**src/sv/brf_pkg.sv**
```systemverilog
// Package for the banked register file: request codes, mode and bank
// encodings, reset values and the condition-code evaluator.
// No dependencies.
`default_nettype none

package brf_pkg;

  // Request function codes
  typedef enum logic [2:0] {
    FUNC_READ_REG   = 3'd0,
    FUNC_WRITE_REG  = 3'd1,
    FUNC_READ_CPSR  = 3'd2,
    FUNC_WRITE_CPSR = 3'd3,
    FUNC_READ_SPSR  = 3'd4,
    FUNC_WRITE_SPSR = 3'd5,
    FUNC_TEST_COND  = 3'd6
  } func_t;

  // Register bank indexes for r13, r14 and the SPSR
  typedef enum logic [2:0] {
    BANK_DEFAULT = 3'd0,
    BANK_FIQ     = 3'd1,
    BANK_SVC     = 3'd2,
    BANK_ABT     = 3'd3,
    BANK_IRQ     = 3'd4,
    BANK_UND     = 3'd5
  } bank_t;

  localparam int unsigned NUM_BANKS   = 6;
  localparam int unsigned NUM_GENERAL = 13;
  localparam int unsigned NUM_FIQ_HI  = 5;

  // CPSR mode field codes
  localparam logic [4:0] MODE_FAST_IRQ   = 5'h11;
  localparam logic [4:0] MODE_NORMAL_IRQ = 5'h12;
  localparam logic [4:0] MODE_SVC        = 5'h13;
  localparam logic [4:0] MODE_ABT        = 5'h17;
  localparam logic [4:0] MODE_UND        = 5'h1B;

  // Register numbers with special handling
  localparam logic [3:0] REG_FIQ_LO = 4'd8;
  localparam logic [3:0] REG_FIQ_HI = 4'd12;
  localparam logic [3:0] REG_SP     = 4'd13;
  localparam logic [3:0] REG_LR     = 4'd14;
  localparam logic [3:0] REG_PC     = 4'd15;

  localparam int unsigned THUMB_BIT = 5;

  // Reset values
  localparam logic [31:0] SP_RESET   = 32'h0300_7F00;
  localparam logic [31:0] LR_RESET   = 32'h0800_0000;
  localparam logic [31:0] CPSR_RESET = 32'h0000_005F;
  localparam logic [31:0] ARM_ALIGN  = 32'hFFFF_FFFC;

  // Condition codes
  typedef enum logic [3:0] {
    COND_EQ = 4'd0,  COND_NE = 4'd1,  COND_CS = 4'd2,  COND_CC = 4'd3,
    COND_MI = 4'd4,  COND_PL = 4'd5,  COND_VS = 4'd6,  COND_VC = 4'd7,
    COND_HI = 4'd8,  COND_LS = 4'd9,  COND_GE = 4'd10, COND_LT = 4'd11,
    COND_GT = 4'd12, COND_LE = 4'd13, COND_AL = 4'd14, COND_NV = 4'd15
  } cond_t;

  // Map the CPSR mode field to its bank; unknown modes use the default bank
  function automatic bank_t bank_of_mode(input logic [4:0] mode);
    bank_t bank;
    case (mode)
      MODE_FAST_IRQ:   bank = BANK_FIQ;
      MODE_SVC:        bank = BANK_SVC;
      MODE_ABT:        bank = BANK_ABT;
      MODE_NORMAL_IRQ: bank = BANK_IRQ;
      MODE_UND:        bank = BANK_UND;
      default:         bank = BANK_DEFAULT;
    endcase
    return bank;
  endfunction

  // Evaluate a condition against the N, Z, C, V flags (CPSR[31:28])
  function automatic logic cond_holds(input logic [3:0] flags, input cond_t code);
    logic n, z, c, v, pass;
    n = flags[3];
    z = flags[2];
    c = flags[1];
    v = flags[0];
    case (code)
      COND_EQ: pass = z;
      COND_NE: pass = !z;
      COND_CS: pass = c;
      COND_CC: pass = !c;
      COND_MI: pass = n;
      COND_PL: pass = !n;
      COND_VS: pass = v;
      COND_VC: pass = !v;
      COND_HI: pass = c && !z;
      COND_LS: pass = !c || z;
      COND_GE: pass = (n == v);
      COND_LT: pass = (n != v);
      COND_GT: pass = !z && (n == v);
      COND_LE: pass = z || (n != v);
      COND_AL: pass = 1'b1;
      default: pass = 1'b0;
    endcase
    return pass;
  endfunction

endpackage

`default_nettype wire

```
**src/sv/banked_register_file.sv**
```systemverilog
// Banked register file top level: r0-r15 with FIQ and per-mode banks,
// CPSR, per-mode SPSR and a condition tester. Depends on brf_pkg.
`default_nettype none

// The result is registered in the output register at the edge that accepts the request.
// Throughput: one request per cycle; a request is taken whenever the output
// register is empty or its result is being taken in the same cycle.
// State updates land at the accepting edge, so the next request sees them.
// Reset loads all register banks, the PC and the CPSR with their reset values; SPSRs and result data are not reset.
module banked_register_file (
  input  wire logic        clk,
  input  wire logic        rst,
  input  wire logic        in_valid,
  output logic             in_stall,
  input  wire logic [2:0]  func,
  input  wire logic [3:0]  reg_index,
  input  wire logic [31:0] write_value,
  input  wire logic [3:0]  cond_code,
  output logic             out_valid,
  input  wire logic        out_stall,
  output logic [31:0]      read_data,
  output logic             cond_pass,
  output logic             refill_request
);

  // Architectural state
  logic [31:0] general_regs [brf_pkg::NUM_GENERAL];
  logic [31:0] fiq_high_regs [brf_pkg::NUM_FIQ_HI];
  logic [31:0] stack_ptr_bank [brf_pkg::NUM_BANKS];
  logic [31:0] link_reg_bank [brf_pkg::NUM_BANKS];
  logic [31:0] saved_status_bank [brf_pkg::NUM_BANKS];
  logic [31:0] program_counter;
  logic [31:0] current_status;

  // Decode of the current request
  brf_pkg::func_t func_req;
  brf_pkg::bank_t bank;
  logic           accept;
  logic           fiq_mode;
  logic           fiq_hi_sel;
  logic [2:0]     fiq_idx;
  logic [31:0]    reg_rd;
  logic [31:0]    pc_next;
  logic [31:0]    read_data_next;
  logic           cond_pass_next;
  logic           refill_next;

  assign in_stall = out_valid && out_stall;
  assign accept   = in_valid && !in_stall;
  assign func_req = brf_pkg::func_t'(func);
  assign bank     = brf_pkg::bank_of_mode(current_status[4:0]);
  assign fiq_mode = (current_status[4:0] == brf_pkg::MODE_FAST_IRQ);
  assign fiq_hi_sel = fiq_mode && (reg_index >= brf_pkg::REG_FIQ_LO)
                      && (reg_index <= brf_pkg::REG_FIQ_HI);
  assign fiq_idx  = reg_index[2:0];

  // PC write value: ARM state word-aligns, thumb state clears bit 0
  assign pc_next = write_value[0] ? {write_value[31:1], 1'b0}
                                  : (write_value & brf_pkg::ARM_ALIGN);

  // Register read mux
  always_comb begin
    if (fiq_hi_sel) begin
      reg_rd = fiq_high_regs[fiq_idx];
    end else if (reg_index < brf_pkg::REG_SP) begin
      reg_rd = general_regs[reg_index];
    end else if (reg_index == brf_pkg::REG_SP) begin
      reg_rd = stack_ptr_bank[bank];
    end else if (reg_index == brf_pkg::REG_LR) begin
      reg_rd = link_reg_bank[bank];
    end else begin
      reg_rd = program_counter;
    end
  end

  // Result of the request
  always_comb begin
    read_data_next = '0;
    cond_pass_next = 1'b0;
    refill_next    = 1'b0;
    case (func_req)
      brf_pkg::FUNC_READ_REG:  read_data_next = reg_rd;
      brf_pkg::FUNC_WRITE_REG: refill_next = !fiq_hi_sel && (reg_index == brf_pkg::REG_PC);
      brf_pkg::FUNC_READ_CPSR: read_data_next = current_status;
      brf_pkg::FUNC_READ_SPSR: read_data_next = saved_status_bank[bank];
      brf_pkg::FUNC_TEST_COND:
        cond_pass_next = brf_pkg::cond_holds(current_status[31:28],
                                             brf_pkg::cond_t'(cond_code));
      default: ;
    endcase
  end

  // State updates
  always_ff @(posedge clk) begin
    if (rst) begin
      for (int i = 0; i < brf_pkg::NUM_GENERAL; i++) general_regs[i] <= '0;
      for (int i = 0; i < brf_pkg::NUM_FIQ_HI; i++) fiq_high_regs[i] <= '0;
      for (int i = 0; i < brf_pkg::NUM_BANKS; i++) begin
        stack_ptr_bank[i] <= '0;
        link_reg_bank[i]  <= '0;
      end
      stack_ptr_bank[brf_pkg::BANK_DEFAULT] <= brf_pkg::SP_RESET;
      link_reg_bank[brf_pkg::BANK_DEFAULT]  <= brf_pkg::LR_RESET;
      program_counter <= '0;
      current_status  <= brf_pkg::CPSR_RESET;
    end else if (accept) begin
      case (func_req)
        brf_pkg::FUNC_WRITE_REG: begin
          if (fiq_hi_sel) begin
            fiq_high_regs[fiq_idx] <= write_value;
          end else if (reg_index < brf_pkg::REG_SP) begin
            general_regs[reg_index] <= write_value;
          end else if (reg_index == brf_pkg::REG_SP) begin
            stack_ptr_bank[bank] <= write_value;
          end else if (reg_index == brf_pkg::REG_LR) begin
            link_reg_bank[bank] <= write_value;
          end else begin
            program_counter <= pc_next;
            current_status[brf_pkg::THUMB_BIT] <= write_value[0];
          end
        end
        brf_pkg::FUNC_WRITE_CPSR: current_status <= write_value;
        default: ;
      endcase
    end
  end

  // SPSR bank: no reset, contents undefined until written
  always_ff @(posedge clk) begin
    if (accept && (func_req == brf_pkg::FUNC_WRITE_SPSR)) begin
      saved_status_bank[bank] <= write_value;
    end
  end

  // Output register
  always_ff @(posedge clk) begin
    if (rst) begin
      out_valid <= 1'b0;
    end else if (accept) begin
      out_valid <= 1'b1;
    end else if (!out_stall) begin
      out_valid <= 1'b0;
    end
  end

  always_ff @(posedge clk) begin
    if (accept) begin
      read_data      <= read_data_next;
      cond_pass      <= cond_pass_next;
      refill_request <= refill_next;
    end
  end

endmodule

`default_nettype wire

```
**config.mk**
```make
export PLATFORM = sky130hd
export DESIGN_NAME = banked_register_file
export DESIGN_NICKNAME = d
export VERILOG_FILES = /design/src/sv/brf_pkg.sv /design/src/sv/banked_register_file.sv
export SDC_FILE = /design/constraint.sdc
export NUM_CORES = 2
export LEC_CHECK = 0
export BUFFER_PORTS_ARGS = -buffer_cell sky130_fd_sc_hd__buf_2
export CORE_UTILIZATION = 63
export CTS_BUF_LIST = sky130_fd_sc_hd__clkbuf_4 sky130_fd_sc_hd__clkbuf_8 sky130_fd_sc_hd__clkbuf_16
export DETAILED_ROUTE_END_ITERATION = 10
export GPL_TIMING_DRIVEN = 0
export PLACE_DENSITY = 0.8
export SLEW_MARGIN = 30
export SYNTH_ARGS = -nofsm -noshare
export SYNTH_HDL_FRONTEND = slang
export SYNTH_SLANG_ARGS = --single-unit
```
**constraint.sdc**
```tcl
create_clock -name clk -period 6.45 [get_ports clk]
set_input_delay 0 -clock clk [delete_from_list [all_inputs] [get_ports clk]]
set_output_delay 0 -clock clk [all_outputs]
set_load 0.02 [all_outputs]
```
==> out/metrics.cfg <==
[power]
combPwrFrac_pct = 7.6
p_sw_uw = 4780
p_sw_share_pct = 23.6
ir_drop_v = 0.000268
powerDensity_nw_per_um2 = 288
seqPwrFrac_pct = 50.7
power.internal_uw = 15500
total_power_uw = 20200
clockPowerShare_pct = 41.7
leakagePower_uw = 0.0254

[routing]
wirelength_mm = 234
post_drt_wl_per_cell_um = 36.5
ant_nets = 0
firstDrtPassIters = 10
post-route-drc-count = 0
vias = 46153
drtIter0Drc = 9734
vias_per_cell = 7.22

[synthesis]
synthTopCellsByArea = edfxtp_1, and2_1, mux4_2, dfxtp_1, nand2_1
synth_edf_count = 1274
async_flop_share_pct = 0
synthCells = 4550
ys_warn_count = 0
synth_top_area_cell = edfxtp_1
yosysUniqueCellTypes = 97
synth_flop_cell = edfxtp_1
yosysTopAreaCellShare_pct = 61.7
yosysSeqAreaShare_pct = 65.8
syn_area_per_cell_um2 = 13.6
ys_seq_elements = 1402
syn-cell-area_um2 = 62000

[floorplan]
start_util_pct = 63.9
dieArea_um2 = 99700
die_y_um = 316
num_rows = 114
core_um2 = 97100
dieWidth_um = 316
io_pins = 83

[final_layout]
final_cell_mix = edfxtp_1, and2_1, nand2_1
nNetsFinal = 5034
final_common_cell = edfxtp_1
drive_gt1_share_pct = 15.2
final-seq-area_um2 = 40800
multi_input_area_um2 = 19800
fillers = 6212
final_cells = 6391
areaGrowthSynthToFinish_pct = 13.2

[global_route]
grt_pass1_wl_mm = 316
antenna_found_initial = 20
grt_overflow = 0
grt_pass1_vias = 43464
grt_max_degree = 33
track_usage_pct = 46.8

[worst_setup_path]
crit_top_cell = clkbuf_1
startpoint_type = flop
crit_path_end_kind = flop
path_class = flop to flop
crit_chain = buf_4 > inv_1 > clkbuf_1 > nand3_1 > clkbuf_1 > o221ai_1 > o31ai_1 > a31o_1
cp_max_fo = 10
required_ns = 7.02
cpMaxStageDelayCell = o31ai_1
critical_path_arrival_ns = 4.78
max_stage_delay_ns = 0.86

[place]
dp_hpwl_mm = 160
routabilityCongestion = 1.09
dp.cells = 6074
io_buffers = 77

[clock_network]
cts_tree = built
clock_path_buffers = 3
tritoncts.num_buffers = 142
clk_latency_ns = 0.77
cts.reportedPaths.clkPinSlew_ns = 0.07
cts_setup_buffers = 0
cts_sinks = 1402
htreeDepth = 4
post_cts_resized = 0
cts-root-buf = clkbuf_16
cts_hold_buf = 44

[sta]
finalClockSkew_ns = 0.0259
drv_slew = 0
hold_violations = 0
slew_headroom_pct = 18.7
post-route-period-util_pct = 65.2
tightest_slew_ns = 1.22
max_freq_mhz = 238
rsz0062_at_grt = false
setup_viol = 0
tns_ns = 0
post-route-min-period_ns = 4.20

[worst_hold_path]
min_path_type = primary input to flop

[flow_run]
maxCapViolations = 0

[status]
outcome = completed

[power by group through the flow]
stage                     combinational (uW)  clock, uW  sequential [uW]
after floorplan                          726          0            10400
after global placement                  1360          0            10400
after detailed placement                1390          0            10500
after CTS                               1420       8300            10300
after global routing                    1520       8650            10300
final                                   1530       8450            10300
[cell families (layout without fill, tap and decap cells)]
family	count (synthesis)	after routing	share of synthesized area [%]
other	1	168	0.00604
multiplexers	225	225	7.05
AO/OA/AOI/OAI	802	802	8.87
XOR/XNOR	4	4	0.0686
flip-flops	1402	1402	65.8
AND/OR/NAND/NOR	1653	1653	14.8
buffers and inverters	463	861	3.39
[cells in the mapped netlist, types with 29 or more instances]
| cell type | n |
|---|---|
| a211oi_1 | 69 |
| a21oi_1 | 208 |
| a221oi_1 | 34 |
| a31oi_1 | 31 |
| and2_1 | 846 |
| and3_1 | 72 |
| buf_2 | 91 |
| buf_4 | 40 |
| clkbuf_1 | 284 |
| dfxtp_1 | 128 |
| edfxtp_1 | 1274 |
| mux2i_1 | 30 |
| mux4_2 | 167 |
| nand2_1 | 406 |
| nand3_1 | 39 |
| nor2_1 | 90 |
| nor3_1 | 34 |
| o21a_1 | 30 |
| o21ai_0 | 110 |
| o221ai_1 | 54 |
| o22ai_1 | 29 |
[layer usage]
metal,vias up,global-route usage (%),share of wire (%)
met1,22098,58.7,32
met3,1225,22.9,19
met5,-,1.52,0.15
met4,18,31.3,8.7
li1,17685,-,-
met2,5127,64.0,40
[area by class of cell]
class,instances,share of cell area [%]
flip-flops and latches,1402,58.1
multi-input cells,2836,28.2
clock buffers,192,5.82
plain buffers,441,2.91
well taps,1276,2.27
repair buffers,142,1.63
clock inverters,64,0.834
inverters,22,0.118
diodes,16,0.0570
[through the flow]
step	hold slack, ns	cell area (um2)	setup WS, ns	util, %
after floorplan	0.0989	62600	1.69	-
after global placement	0.223	64600	-1.42	66.5
after detailed placement	0.247	65000	2.62	66.9
after CTS	0.0225	70100	2.60	72.2
after global routing	0.0633	70200	2.34	72.3
final	0.0643	70200	2.25	72.3
[sequential cells by signal, indices dropped and copies added, names as in the netlist]
signal and flops:
cond_pass 1, current_status 32, fiq_high_regs 252, general_regs 476, link_reg_bank 192, out_valid 1, program_counter 31, read_data 32
refill_request 1, saved_status_bank 192, stack_ptr_bank 192
[final timing paths]
| path | cells past startpoint | from | to | slack, ns |
|---|---|---|---|---|
| max | 8 | current_status[2]$_SDFFE_PP1P_ | read_data[4]$_DFFE_PP_ | 2.25 |
| min | 4 | rst | fiq_high_regs[4][31]$_SDFFCE_PN0P_ | 0.06 |
| max reg2reg | 8 | current_status[2]$_SDFFE_PP1P_ | read_data[4]$_DFFE_PP_ | 2.25 |
| min reg2reg | 2 | stack_ptr_bank[0][2]$_SDFFE_PP0P_ | stack_ptr_bank[0][2]$_SDFFE_PP0P_ | 0.46 |
[worst max-delay path: cells and delay by family, from the launching register on]
family                 cells  cell delay (ns)
AOI/OAI and AO/OA          3             1.43
buffers and inverters      4             1.46
DFF                        1             0.31
and+or+nand+nor            1             0.80
(Power assumes the default switching activity.)
